**src/rtl/cpbf_pkg.sv**
```systemverilog
// Shared types, constants and sequencer codes for the closest-pair search block.
// No dependencies; every other file in rtl/ except cpbf_ram imports this package.
`timescale 1ns / 1ps
package cpbf_pkg;

   localparam int MAX_POINTS = 1024;
   localparam int COORD_BITS = 16;
   localparam int ADDR_BITS  = $clog2(MAX_POINTS);
   localparam int CNT_BITS   = $clog2(MAX_POINTS + 1);
   localparam int PROD_BITS  = 2 * COORD_BITS;
   localparam int DIST_BITS  = 2 * COORD_BITS + 1;
   localparam int BEST_BITS  = 2 * COORD_BITS + 3;
   localparam int POINT_BITS = 2 * COORD_BITS;

   // 4.0 in Q3.(2*COORD_BITS): above any reachable squared distance
   localparam logic [BEST_BITS-1:0] DIST_INIT = BEST_BITS'(4) << (2 * COORD_BITS);

   typedef struct packed {
      logic [COORD_BITS-1:0] point_x;
      logic [COORD_BITS-1:0] point_y;
      logic                  final_point;
   } req_type;

   typedef struct packed {
      logic [COORD_BITS-1:0] pair_x;
      logic [COORD_BITS-1:0] pair_y;
      logic [DIST_BITS-1:0]  min_dist_sq;
      logic                  second_member;
   } rsp_type;

   typedef enum logic [3:0] {
      ST_IDLE,
      ST_CAP_I,
      ST_RD_J,
      ST_SQ_X,
      ST_SQ_Y,
      ST_ADD,
      ST_CMP,
      ST_EMIT0,
      ST_EMIT1
   } state_type;

   typedef struct packed {
      logic sq_en;     // square the operand into the product register
      logic sum_load;  // load the product into the sum
      logic sum_add;   // add the product to the sum
   } sq_ctrl_type;

   typedef struct packed {
      sq_ctrl_type sq;
      logic        cap_i;       // hold point i from the read word
      logic        cap_j;       // hold point j and its differences to point i
      logic        sel_y;       // square dy instead of dx
      logic        compare;     // compare the pair distance with the best
      logic        clear_best;  // start a new search
      logic        zero_best;   // fewer than two points: report zeros
      logic        emit;        // a result word is on the port
      logic        second;      // second member of the pair
   } ctrl_type;

endpackage

```
**src/rtl/cpbf_sq_unit.sv**
```systemverilog
// Shared square-and-accumulate unit: one multiplier, a product register and a sum.
// Depends on cpbf_pkg.
`timescale 1ns / 1ps
module cpbf_sq_unit (
   input  logic                             clock,
   input  cpbf_pkg::sq_ctrl_type            ctrl,
   input  logic [cpbf_pkg::COORD_BITS-1:0]  operand,
   output logic [cpbf_pkg::DIST_BITS-1:0]   sum
);
   import cpbf_pkg::*;

   logic [PROD_BITS-1:0] prod_ff;
   logic [PROD_BITS-1:0] prod_in;
   logic [DIST_BITS-1:0] sum_ff;
   logic [DIST_BITS-1:0] sum_in;

   always_comb begin
      prod_in = prod_ff;
      if (ctrl.sq_en) begin
         prod_in = PROD_BITS'(operand) * PROD_BITS'(operand);
      end
   end

   always_comb begin
      sum_in = sum_ff;
      if (ctrl.sum_load) begin
         sum_in = {1'b0, prod_ff};
      end else if (ctrl.sum_add) begin
         sum_in = sum_ff + {1'b0, prod_ff};
      end
   end

   always_ff @(posedge clock) begin
      prod_ff <= prod_in;
      sum_ff  <= sum_in;
   end

   assign sum = sum_ff;

endmodule

```
**config.mk**
```make
export PLATFORM = sky130hd
export DESIGN_NAME = cpbf_sq_unit
export DESIGN_NICKNAME = d
export VERILOG_FILES = /design/src/rtl/cpbf_pkg.sv /design/src/rtl/cpbf_sq_unit.sv
export SDC_FILE = /design/constraint.sdc
export NUM_CORES = 1
export LEC_CHECK = 0
export BUFFER_PORTS_ARGS = -buffer_cell sky130_fd_sc_hd__buf_2
export CAP_MARGIN = 10
export CORE_ASPECT_RATIO = 1.1
export CORE_MARGIN = 2
export CORE_UTILIZATION = 65
export DETAILED_ROUTE_END_ITERATION = 16
export PLACE_DENSITY = 0.84
export SETUP_SLACK_MARGIN = 0.15
export SLEW_MARGIN = 5
export SYNTH_ARGS = -nofsm -noshare
export SYNTH_HDL_FRONTEND = slang
export SYNTH_SLANG_ARGS = --single-unit
```
**constraint.sdc**
```tcl
create_clock -name clock -period 7.8 [get_ports clock]
set_input_delay 1.56 -clock clock [delete_from_list [all_inputs] [get_ports clock]]
set_output_delay 1.56 -clock clock [all_outputs]
set_load 0.05 [all_outputs]
```
* Word level (Yosys, flattened, before mapping)
Index checks and enable logic that the tools add are counted.
** Storage, ports and cells
- Bits in writable memories :: 0
- Logic and storage cells :: 8
- Bits of input ports :: 20
- Bits in latches :: 0
- Memories :: 0
- Output and inout bits :: 33
- Memory bits (read-only) :: 0
- Bits in registers :: 65
** Cells by class
- Magnitude comparators :: 0
- Add/sub/neg operators :: 1
- Equality and inequality tests :: 0
- Div/mod/pow operators :: 0
- Bitwise operators :: 0
- Reductions and logical operators :: 1
- Shifts and indexed selects :: 0
- $mul :: 1
- Mux-type cells :: 2
** Operators by type and width (number)
- $mux W32 :: 2
- $add A33 B32 Y33 :: 1
- $mul A16 B16 Y32 :: 1
- $reduce_bool A2 Y1 :: 1

* Longest topological paths before layout
- Word-level depth :: 3
- Mapped depth :: 24
- Gate-level depth less buffers :: 23

* Least setup slack after synthesis
OpenSTA, ideal clock, no wires.
- Path type :: in2reg
- From :: input operand[8] (netlist name)
- To :: register prod_ff[30] (data pin)
- Arrival :: 6975 ps
- Buffers on the path :: 1
- Setup time :: 265 ps
- Cell stages on the path :: 24
- Path slack :: 560 ps
- Cells stage by stage :: clkbuf_1 nand2_1 inv_1 fa_1 inv_1 fa_1 inv_1 fa_1 inv_1 fa_1 inv_1 fa_1 inv_1 fa_1 inv_1 ha_1 and3_1 a31oi_1 o21ai_0 a21oi_1 o21a_1 a21oi_1 nor4b_1 or3_1
** On the way
- Word-level cells in the longest chain between the ends :: 1
** RTL lines
- start: declaration :: line cpbf_sq_unit.sv:7 : input logic [cpbf_pkg::COORD_BITS-1:0] operand,
- $mul A16 B16 Y32 :: line cpbf_sq_unit.sv:20 : prod_in = PROD_BITS'(operand) * PROD_BITS'(operand);
- end signal: assignment :: line cpbf_sq_unit.sv:34 : prod_ff <= prod_in;
- end: declaration :: line cpbf_sq_unit.sv:12 : logic [PROD_BITS-1:0] prod_ff;
Every way passes these cells.
A chain may end at the register's enable or synchronous reset.

* Worst setup path in the final report
- From :: input operand[12] (netlist name)
- To :: register prod_ff[30] (data pin)
Same word-level chain as after synthesis.

==> results.cfg <==
[status]
outcome = complete, no violations

[sta]
worst_pin_slew_ps = 781
slew_headroom_pct = 48.0
skew_ps = 7.76
rsz0062_at_grt = false
slew_violations = 0
fmax_mhz = 140
setup_viol = 0
fin_crit_sh_pct = 91.8
hold_slack_ps = 558
fin_crit_ps = 7160
hold_viol = 0
tns_ps = 0

[final_layout]
area_growth_pct = 6.82
seqCellArea_sq_um = 1910
multi_input_area_sq_um = 8270
num-fill-cells = 1277
antenna_cells = 0
mostFrequentLayoutCells = inv_1 (264), fa_1 (162), ha_1 (132)
fin_nets = 1577
drive_above_1_share_pct = 7.57
final_common_cell = inv_1

[clocking]
numCtsBuffers = 9
ctsRootBufferMaster = clkbuf_16
clk_latency_ps = 340
ctsHoldBuffers = 0
post-cts-setup-buffers = 0
clockBufferDepth = 2
cts-resized-gates = 0
htreeDepth = 3
path_clk_slew_ps = 50
cts_num_sinks = 64
cts_tree = done

[detailed_routing]
vias = 8561
drtIter0Drc = 481
firstDrtPassIters = 5
routed_wl_um = 23600
antenna_left = 0
wl_per_cell_um = 15.7
drt_drc_violations_left = 0
viasPerCell = 5.70

[critical_path]
r2r_end = sum[31]
worstSetupPathType = in -> reg
critPathSlowestCell = fa_1
endpoint_kind = flop
worstPathMaxFanout = 11
regToRegSetupSlack_ps = 4740
cp_cell_sequence = buf_2, inv_1, nor2_1, ha_1, xor2_1, fa_1, inv_1, fa_1, fa_1, fa_1, inv_1, fa_1, inv_1, ha_1, nand4_1, nor3_1, nand3_1, o21a_1, a21oi_2, nor4b_1, or3_1
timing.rr.start = prod_ff[7]
arrival_ps = 7240
ff2ff_path_depth = 9
crit_top_cell = fa_1
crit_required_ps = 7880
critPathLaunchType = input pin
max_stage_delay_ps = 550

[placed_design]
dp_hpwl_um = 19700
gp_congestion = 0.916
io_buffer_count = 52

[die]
start_util_pct = 66.5
die_h_um = 142
ioPinCount = 53
core_sq_um = 17000
row_count = 50
dieArea_sq_um = 18500
die_w_um = 130

[grt]
grt.total_usage_pct = 27.3
grt_pass1_wl_um = 40200
antenna_found_initial = 0
grt-ovfl-total = 0
grt_pass1_vias = 8772
grt_max_degree = 67

[synth]
syn_nets = 1546
synthFlopType = edfxtp_1
synthCells = 1232
synth_area_per_cell_sq_um = 9.18
synth_edf_count = 63
ys_seq_elements = 64
async_flop_share_pct = 0
yosys_warnings = 0
yosysUniqueCellTypes = 63
synth-seq-area-share_pct = 16.9
synth_area_sq_um = 11300

[hold_path]
hold_depth = 2
hold_class = reg -> reg
min_to = sum[32]
hp-start = sum[32]

[flow_run]
drv_cap = 0
## routing by layer
metal | up-vias | GRT usage [%] | share of wire, %
met5 | - | 0 | 0
met2 | 285 | 46.7 | 49
met3 | 48 | 2.89 | 5.8
li1 | 4055 | - | -
met4 | 0 | 9.45 | 2.4
met1 | 4173 | 36.2 | 42
## flip-flops by register name, indices dropped and copies added, names as in the netlist
name     cells
sum         33
prod_ff     31
## how the worst max path moves through the flow
stage	from	end	slack (ps)	cells past startpoint
6_report	operand[12]	prod_ff[30]	640	21
5_1_grt	operand[13]	prod_ff[30]	280	21
4_1_cts	operand[13]	prod_ff[30]	560	21
3_5_place_dp	operand[13]	prod_ff[30]	220	21
3_3_place_gp	operand[12]	prod_ff[30]	400	21
2_1_floorplan	operand[8]	prod_ff[30]	560	24
## worst max-delay path, delay by kind of cell
family / cells / cell delay (ps)
xor gates and xnor gates: 1 / 180
buffers and inverters: 5 / 620
adders and majority gates: 7 / 3140
and+or+nand+nor: 6 / 1260
AOI/OAI and AO/OA: 2 / 480
## synth_stat cells, drive strengths merged (3+ instances only)
| master | instances | share of area [%] |
|---|---|---|
| o21bai | 6 | 0.40 |
| a211oi | 10 | 0.71 |
| o21a | 5 | 0.33 |
| nor2 | 55 | 1.8 |
| and3 | 14 | 0.77 |
| nand2 | 122 | 4.0 |
| xor2 | 21 | 1.6 |
| a21o | 26 | 1.7 |
| xnor2 | 38 | 2.9 |
| nor2b | 10 | 0.55 |
| o21ai | 56 | 2.5 |
| o31ai | 7 | 0.51 |
| nor4b | 4 | 0.31 |
| nand3 | 15 | 0.66 |
| a311oi | 4 | 0.48 |
| clkbuf | 32 | 1.1 |
| and2 | 40 | 2.2 |
| inv | 264 | 8.8 |
| mux2 | 4 | 0.40 |
| or3 | 3 | 0.17 |
| nand4 | 7 | 0.39 |
| o211ai | 7 | 0.46 |
| a21boi | 3 | 0.20 |
| ha | 132 | 15 |
| or2 | 7 | 0.39 |
| fa | 162 | 29 |
| a31o | 3 | 0.23 |
| buf | 5 | 0.21 |
| o311ai | 4 | 0.31 |
| a21oi | 52 | 2.3 |
| nand2b | 7 | 0.39 |
| a31oi | 8 | 0.50 |
| nor3 | 10 | 0.44 |
| edfxtp | 63 | 17 |
## metrics by stage
| step | util [%] | instances | setup slack [ps] | area [sq um] |
|---|---|---|---|---|
| floorplan | - | 1232 | 560 | 11300 |
| global placement | 69.1 | 1486 | 403 | 11800 |
| detailed placement | 69.1 | 1486 | 218 | 11800 |
| CTS | 71.0 | 1502 | 562 | 12100 |
| global route | 71.0 | 1502 | 282 | 12100 |
| finish | 71.0 | 1502 | 640 | 12100 |
## cells by family after synthesis
| family | after synthesis | synth area share, % |
|---|---|---|
| simple gates | 303 | 12.8 |
| buf+inv | 301 | 10.0 |
| fa+ha+maj | 294 | 43.3 |
| compound gates | 206 | 12.0 |
| flops | 64 | 16.9 |
| xor+xnor | 59 | 4.57 |
| mux | 5 | 0.487 |
## layout make-up
class                           count  area share (%)
Multi-Input combinational cell    867            68.4
Sequential cell                    64            15.8
Inverter                          264            8.20
Timing Repair Buffer               57            2.46
Tap cell                          234            2.42
Clock buffer                       10            1.89
Clock inverter                      6           0.766
Power is not shown: default switching activity piles up to over one toggle a cycle in this logic, so the estimate is an artifact.
