===== src/rtl/cpbf_pkg.sv =====
// Shared types, constants and sequencer codes for the closest-pair search block.
// No dependencies; every other file in rtl/ except cpbf_ram imports this package.
`timescale 1ns / 1ps
package cpbf_pkg;

   localparam int MAX_POINTS = 1024;
   localparam int COORD_BITS = 16;
   localparam int ADDR_BITS  = $clog2(MAX_POINTS);
   localparam int CNT_BITS   = $clog2(MAX_POINTS + 1);
   localparam int PROD_BITS  = 2 * COORD_BITS;
   localparam int DIST_BITS  = 2 * COORD_BITS + 1;
   localparam int BEST_BITS  = 2 * COORD_BITS + 3;
   localparam int POINT_BITS = 2 * COORD_BITS;

   // 4.0 in Q3.(2*COORD_BITS): above any reachable squared distance
   localparam logic [BEST_BITS-1:0] DIST_INIT = BEST_BITS'(4) << (2 * COORD_BITS);

   typedef struct packed {
      logic [COORD_BITS-1:0] point_x;
      logic [COORD_BITS-1:0] point_y;
      logic                  final_point;
   } req_type;

   typedef struct packed {
      logic [COORD_BITS-1:0] pair_x;
      logic [COORD_BITS-1:0] pair_y;
      logic [DIST_BITS-1:0]  min_dist_sq;
      logic                  second_member;
   } rsp_type;

   typedef enum logic [3:0] {
      ST_IDLE,
      ST_CAP_I,
      ST_RD_J,
      ST_SQ_X,
      ST_SQ_Y,
      ST_ADD,
      ST_CMP,
      ST_EMIT0,
      ST_EMIT1
   } state_type;

   typedef struct packed {
      logic sq_en;     // square the operand into the product register
      logic sum_load;  // load the product into the sum
      logic sum_add;   // add the product to the sum
   } sq_ctrl_type;

   typedef struct packed {
      sq_ctrl_type sq;
      logic        cap_i;       // hold point i from the read word
      logic        cap_j;       // hold point j and its differences to point i
      logic        sel_y;       // square dy instead of dx
      logic        compare;     // compare the pair distance with the best
      logic        clear_best;  // start a new search
      logic        zero_best;   // fewer than two points: report zeros
      logic        emit;        // a result word is on the port
      logic        second;      // second member of the pair
   } ctrl_type;

endpackage


===== src/rtl/cpbf_seq.sv =====
// Sequencer: point counter, pair indexes and the state machine of the search.
// Depends on cpbf_pkg.
`timescale 1ns / 1ps
module cpbf_seq (
   input  logic                           clock,
   input  logic                           reset,
   input  logic                           start,
   input  logic                           final_point,
   output logic                           busy,
   output cpbf_pkg::ctrl_type             ctrl,
   output logic                           wr_en,
   output logic [cpbf_pkg::ADDR_BITS-1:0] wr_addr,
   output logic [cpbf_pkg::ADDR_BITS-1:0] rd_addr
);
   import cpbf_pkg::*;

   state_type           state_ff, state_in;
   logic [CNT_BITS-1:0] count_ff, count_in;
   logic [CNT_BITS-1:0] n_ff, n_in;
   logic [ADDR_BITS-1:0] i_ff, i_in;
   logic [ADDR_BITS-1:0] j_ff, j_in;

   logic                accept;
   logic                room;
   logic [CNT_BITS-1:0] count_next;
   logic                more_j;
   logic                more_i;

   assign accept     = start && (state_ff == ST_IDLE);
   assign room       = (count_ff < CNT_BITS'(MAX_POINTS));
   assign count_next = room ? count_ff + CNT_BITS'(1) : count_ff;
   assign more_j     = (CNT_BITS'(j_ff) + CNT_BITS'(1)) < n_ff;
   assign more_i     = (CNT_BITS'(i_ff) + CNT_BITS'(2)) < n_ff;

   // next state
   always_comb begin
      state_in = state_ff;
      case (state_ff)
         ST_IDLE: begin
            if (accept && final_point) begin
               state_in = (count_next < CNT_BITS'(2)) ? ST_EMIT0 : ST_CAP_I;
            end
         end
         ST_CAP_I: state_in = ST_RD_J;
         ST_RD_J:  state_in = ST_SQ_X;
         ST_SQ_X:  state_in = ST_SQ_Y;
         ST_SQ_Y:  state_in = ST_ADD;
         ST_ADD:   state_in = ST_CMP;
         ST_CMP: begin
            if (more_j) begin
               state_in = ST_RD_J;
            end else if (more_i) begin
               state_in = ST_CAP_I;
            end else begin
               state_in = ST_EMIT0;
            end
         end
         ST_EMIT0: state_in = ST_EMIT1;
         ST_EMIT1: state_in = ST_IDLE;
         default:  state_in = ST_IDLE;
      endcase
   end

   // outputs
   always_comb begin
      ctrl    = '0;
      wr_en   = 1'b0;
      rd_addr = '0;
      case (state_ff)
         ST_IDLE: begin
            wr_en   = accept && room;
            rd_addr = '0;
            if (accept && final_point) begin
               ctrl.zero_best  = (count_next < CNT_BITS'(2));
               ctrl.clear_best = !(count_next < CNT_BITS'(2));
            end
         end
         ST_CAP_I: begin
            ctrl.cap_i = 1'b1;
            rd_addr    = i_ff + ADDR_BITS'(1);
         end
         ST_RD_J: ctrl.cap_j = 1'b1;
         ST_SQ_X: ctrl.sq.sq_en = 1'b1;
         ST_SQ_Y: begin
            ctrl.sq.sq_en    = 1'b1;
            ctrl.sq.sum_load = 1'b1;
            ctrl.sel_y       = 1'b1;
         end
         ST_ADD: ctrl.sq.sum_add = 1'b1;
         ST_CMP: begin
            ctrl.compare = 1'b1;
            rd_addr      = more_j ? j_ff + ADDR_BITS'(1) : i_ff + ADDR_BITS'(1);
         end
         ST_EMIT0: ctrl.emit = 1'b1;
         ST_EMIT1: begin
            ctrl.emit   = 1'b1;
            ctrl.second = 1'b1;
         end
         default: ctrl = '0;
      endcase
   end

   // counters and indexes
   always_comb begin
      count_in = count_ff;
      n_in     = n_ff;
      i_in     = i_ff;
      j_in     = j_ff;
      case (state_ff)
         ST_IDLE: begin
            if (accept) begin
               count_in = final_point ? '0 : count_next;
               n_in     = count_next;
               i_in     = '0;
            end
         end
         ST_CAP_I: j_in = i_ff + ADDR_BITS'(1);
         ST_CMP: begin
            if (more_j) begin
               j_in = j_ff + ADDR_BITS'(1);
            end else if (more_i) begin
               i_in = i_ff + ADDR_BITS'(1);
            end
         end
         default: begin
            count_in = count_ff;
         end
      endcase
   end

   always_ff @(posedge clock) begin
      if (reset) begin
         state_ff <= ST_IDLE;
         count_ff <= '0;
      end else begin
         state_ff <= state_in;
         count_ff <= count_in;
      end
      n_ff <= n_in;
      i_ff <= i_in;
      j_ff <= j_in;
   end

   assign busy    = (state_ff != ST_IDLE);
   assign wr_addr = count_ff[ADDR_BITS-1:0];

endmodule


===== config.mk =====
export PLATFORM = sky130hd
export DESIGN_NAME = cpbf_seq
export DESIGN_NICKNAME = d
export VERILOG_FILES = /design/src/rtl/cpbf_pkg.sv /design/src/rtl/cpbf_seq.sv
export SDC_FILE = /design/constraint.sdc
export NUM_CORES = 1
export LEC_CHECK = 0
export BUFFER_PORTS_ARGS = -buffer_cell sky130_fd_sc_hd__buf_4
export CORE_MARGIN = 2
export CORE_UTILIZATION = 57
export DETAILED_ROUTE_END_ITERATION = 8
export GPL_TIMING_DRIVEN = 0
export PLACE_DENSITY = 0.83
export SYNTH_ARGS = -nofsm -noshare
export SYNTH_HDL_FRONTEND = slang
export SYNTH_SLANG_ARGS = --single-unit

===== constraint.sdc =====
create_clock -name clock -period 3.7 [get_ports clock]
set_input_delay 0.37 -clock clock [delete_from_list [all_inputs] [get_ports clock]]
set_output_delay 0.37 -clock clock [all_outputs]
set_load 0.03 [all_outputs]

; After elaboration in Yosys (flattened, before gate mapping)
; Cells that the tools add are included.
[op_classes]
mux = 26
eq_ne = 13
add_sub_neg = 5
n_reduce_logical = 13
order_cmp = 4
[op_table]
columns = cell, count
row1 = $pmux W10 S2, 3
row2 = $mux W10, 5
row3 = $pmux W4 S8, 1
row4 = $lt A11 B11 Y1, 2
row5 = $mux W11, 2
row6 = $add A10 B1 Y10 const B, 2
row7 = $eq A4 B3 Y1 const B, 4
row8 = $add A10 B1 Y11 const B, 1
row9 = $add A10 B2 Y11 const B, 1
row10 = $add A11 B1 Y11 const B, 1
row11 = $lt A11 B11 Y1 const B, 1
row12 = $lt A11 B2 Y1 const B, 1
row13 = $mux W1, 9
row14 = $mux W3, 3
row15 = $eq A4 B2 Y1 const B, 2
row16 = $ne A2 B2 Y1 const B, 4
row17 = $eq A4 B1 Y1 const B, 1
row18 = $eq A4 B4 Y1 const B, 1
row19 = $logic_not A4 Y1, 1
row20 = $mux W2, 2
row21 = $mux W4, 1
row22 = $reduce_and A2 Y1, 2
row23 = $reduce_and A4 Y1, 1
row24 = $reduce_bool A2 Y1, 2
row25 = other kinds (5), 8
[word_totals]
wordCells = 66
output_inout_bits = 33
inputBits = 4
ff_bits = 46

; Depth between registers and ports, before layout
[depth]
depth_word = 6
mapped_depth = 14
mapped_depth_nobuf = 13

; Least setup slack after synthesis
; OpenSTA, ideal clock, no wires.
[synth_path]
path_kind = reg2out
startpoint = register j_ff[2]
endpoint = output port rd_addr[2] (netlist bit)
path_buffers = 1
path_stages_with_launch = 15
required_ns = 3.330
path_slack_ns = 0.432
arrival_ns = 2.898
cell_sequence = edfxtp_1 -> and3_1 -> and3_1 -> nand2_1 -> nor2_1 -> xnor2_1 -> inv_1 -> ha_1 -> a21oi_1 -> nand2_1 -> a211oi_1 -> o31a_2 -> nand2_1 -> buf_2 -> o22ai_1
[synth_between]
elab_chain_cells = 4
[synth_lines]
columns = element, line
row1 = "start, declared", cpbf_seq.sv:21  ; logic [ADDR_BITS-1:0] j_ff, j_in;
row2 = "start signal, assigned", cpbf_seq.sv:141  ; j_ff <= j_in;
row3 = $add A10 B1 Y11, cpbf_seq.sv:32  ; assign more_j = (CNT_BITS'(j_ff) + CNT_BITS'(1)) < n_ff;
row4 = $lt A11 B11 Y1, cpbf_seq.sv:32
row5 = $mux W10 *, cpbf_seq.sv:92  ; rd_addr = more_j ? j_ff + ADDR_BITS'(1) : i_ff + ADDR_BITS'(1);
row6 = $pmux W10 S2 *, cpbf_seq.sv:69  ; case (state_ff)
row7 = "end, declared", cpbf_seq.sv:13  ; output logic [cpbf_pkg::ADDR_BITS-1:0] rd_addr
; Mark *: on every way between the ends. The rest lies on a longest branch, timed or not.

; Worst setup path after layout
[layout_path]
startpoint = register j_ff[3]
endpoint = output port rd_addr[2] (netlist bit)
[layout_between]
elab_chain_cells = 4
[layout_lines]
columns = element, line
row1 = $add A10 B1 Y11, cpbf_seq.sv:32
row2 = $lt A11 B11 Y1, cpbf_seq.sv:32
row3 = $mux W10, cpbf_seq.sv:92
row4 = $pmux W10 S2, cpbf_seq.sv:69
; No other way between the ends.

==> impl_metrics.csv <==
group,metric,value,unit
pwr,leakagePower,1.71,nW
cells_and_area,final_util,0.707,
floorplanning,io_pins,37,
detailed_routing,wl_per_cell,15.5,um
critical_path,worst-path-buf-inv,3,
critical_path,cp-end-kind,"output pin",
clock_network,clk_latency,0.30,ns
floorplanning,die_area,6500,sq um
logic_synthesis,async_flop_share,0,
clock_network,cts_sinks,46,
floorplanning,die_w,80.6,um
clock_network,cts_root_buffer,"clkbuf_8",
timing,worst_pin_slew,0.592,ns
critical_path,startpoint_type,"flip-flop",
timing,finalMaxSlewViolations,0,
critical_path,crit_slowest_cell,"edfxtp_1",
logic_synthesis,synth-seq-cells,46,
clock_network,clockBufferDepth,2,
detailed_routing,vias,2677,
global_route,antenna_found_initial,0,
timing,max_freq,278,MHz
critical_path,cp.required,3.33,ns
logic_synthesis,syn_inst,358,
pwr,fin_total_pwr,0.00257,W
placement,io_buffers,36,
cells_and_area,num-nets-final,434,
critical_path,crit_arrival,3.23,ns
logic_synthesis,ys_seq_area_frac,0.368,
detailed_routing,drc,0,
placement,hpwl,5720,um
global_route,overflow,0,
logic_synthesis,synthFlopType,"edfxtp_1",
detailed_routing,viasPerCell,5.59,
cells_and_area,area_growth,17.8,%
global_route,grtUsageTotal,0.238,
logic_synthesis,synthTopCellsByArea,"edfxtp_1 28%, dfxtp_1 9.0%, ha_1 9.0%",
clock_network,cts_tree,"done",
placement,placed_area,3710,sq um
detailed_routing,first_pass_iters,4,
critical_path,worstPathMaxFanout,10,
floorplanning,die_h,80.6,um
cells_and_area,design_area,3940,sq um
placement,gp_congestion,0.861,
critical_path,cp_top_family,"compound AO/OA/AOI/OAI gates",
detailed_routing,drt_iter0_drc,174,
critical_path,slowest_delay,0.43,ns
clock_network,cts_hold_buf,0,
cells_and_area,drive_gt1_frac,0.258,
logic_synthesis,synth_edf_count,31,
clock_network,cts_max_level,2,
hold_path,hp-class,"in -> reg",
logic_synthesis,synth.avg_cell_area,9.35,sq um
cells_and_area,mostFrequentLayoutCell,"buf_4",
global_route,grt_pass1_wl,11900,um
run,maxCapViolCount,0,
clock_network,numCtsBuffers,5,
clock_network,clk_pin_slew,0.09,ns
timing,min_period,3.60,ns
pwr,power.density,652,nW/um^2
pwr,worst_ir_drop_vdd,0.349,mV
timing,finalClockSkew,0.00504,ns
timing,hold_ws,0.255,ns
timing,fin_crit_sh,0.972,
critical_path,crit_chain,"and3_4, and3_4, nand2_1, nor2_2, xnor2_2, inv_2, ha_4, a21oi_2, nand2_1, a211oi_2, o31a_2, nand2_2, buf_4, o22ai_1, buf_4",
global_route,grt_max_degree,21,
cells_and_area,diodes,0,
timing,tns,0,ns
global_route,grt_pass1_vias,2572,
timing,setup_violations,0,
logic_synthesis,yosysTopAreaCellShare,0.278,
logic_synthesis,synth_area_leader_cell,"edfxtp_1",
floorplanning,core,5570,sq um
floorplanning,num_rows,27,
timing,hold_viol,0,
logic_synthesis,synth_area,3350,sq um
timing,slew-limit-headroom,0.603,
critical_path,crit_type,"reg -> out",
floorplanning,initial_utilization,0.600,
run_status,status,"complete, no violations",
cells_and_area,layout_common_cells,"55 x buf_4, 42 x nor2_1, 31 x inv_1, 31 x edfxtp_1, 26 x nand2_1",
logic_synthesis,yosysUniqueCellTypes,60,
logic_synthesis,syn-num-nets,386,
logic_synthesis,yosysWarnings,0,
detailed_routing,drt_wl_total,7420,um
detailed_routing,ant_nets,0,
[layout make-up]
| type | instances | area (sq um) |
|---|---|---|
| Multi-Input combinational cell | 252 | 1870 |
| Fill cell | 444 | 1630 |
| Sequential cell | 46 | 1230 |
| Timing Repair Buffer | 41 | 308 |
| Buffer | 26 | 213 |
| Inverter | 34 | 128 |
| Clock buffer | 6 | 93.8 |
| Tap cell | 72 | 90.1 |
| Clock inverter | 2 | 10.0 |
[registers in the layout, indices dropped and copies added, names as in the netlist]
register,flops
count_ff,11
i_ff,10
j_ff,10
n_ff,11
state_ff,4
[path summary, 6_finish.rpt]
path / from / endpoint / slack [ns] / depth (start not counted)
worst max register to register: i_ff[2]$_SDFFCE_PN0P_ / i_ff[7]$_SDFFCE_PN0P_ / 0.36 / 11
worst max-delay path: j_ff[3]$_DFFE_PP_ / rd_addr[2] / 0.10 / 15
worst min register to register: state_ff[0]$_SDFFE_PP0P_ / state_ff[0]$_SDFFE_PP0P_ / 0.56 / 2
worst min-delay path: reset / count_ff[0]$_SDFFE_PP0P_ / 0.25 / 2
[stage by stage]
stage | std cells | worst slack, ns
6_report | 479 | 0.103
3_3_place_gp | 466 | 0.101
4_1_cts | 476 | 0.0162
3_5_place_dp | 466 | -0.0879
2_1_floorplan | 358 | 0.432
5_1_grt | 479 | -0.0286
[synthesized netlist by cell type (all sizes together) (6+ instances only)]
cell	number
a21oi	16
a22oi	6
and3	6
buf	22
dfxtp	15
edfxtp	31
ha	24
inv	33
mux2i	11
nand2	27
nand3	14
nor2	44
o21ai	6
o22ai	10
xnor2	23
xor2	10
[worst register-to-register path: cells and delay by family, from the launching register on]
kind	cells	cell delay, ns
AOI/OAI and AO/OA	6	1.49
xor gates and xnor gates	1	0.18
and+or+nand+nor	2	0.35
adders and majority gates	2	0.53
DFF	1	0.44
[cells by family (layout without fill, tap and decap cells)]
logic type,Yosys count,after routing,synth area share
AND/OR/NAND/NOR,126,126,0.199
adder cells (fa/ha/maj),24,24,0.0898
AO/OA/AOI/OAI,57,57,0.117
multiplexers,12,12,0.0363
flip-flops,46,46,0.368
buffers and inverters,60,109,0.101
XOR/XNOR,33,33,0.0886
[report_power, final]
group | switching (W) | internal [W] | leakage, nW
clock | 0.000172 | 0.000172 | 0.0561
sequential | 0.000104 | 0.000720 | 0.416
combinational | 0.000854 | 0.000549 | 1.24
total | 0.00113 | 0.00144 | 1.71
[layer usage]
| metal | up-vias | track usage | share of wire |
|---|---|---|---|
| li1 | 1340 | - | - |
| met3 | 13 | 0.0416 | 0.039 |
| met4 | 0 | 0.0627 | 0.019 |
| met5 | - | 0 | 0 |
| met2 | 65 | 0.442 | 0.51 |
| met1 | 1259 | 0.280 | 0.43 |
[timing repair]
item | CTS | global route
gates resized for setup | 7 | 12
hold endpoints to repair | 0 | 0
pin swaps | 2 | 3
buffers inserted | 2 | 3
setup endpoints to repair | 20 | 20
(Power assumes the default switching activity.)
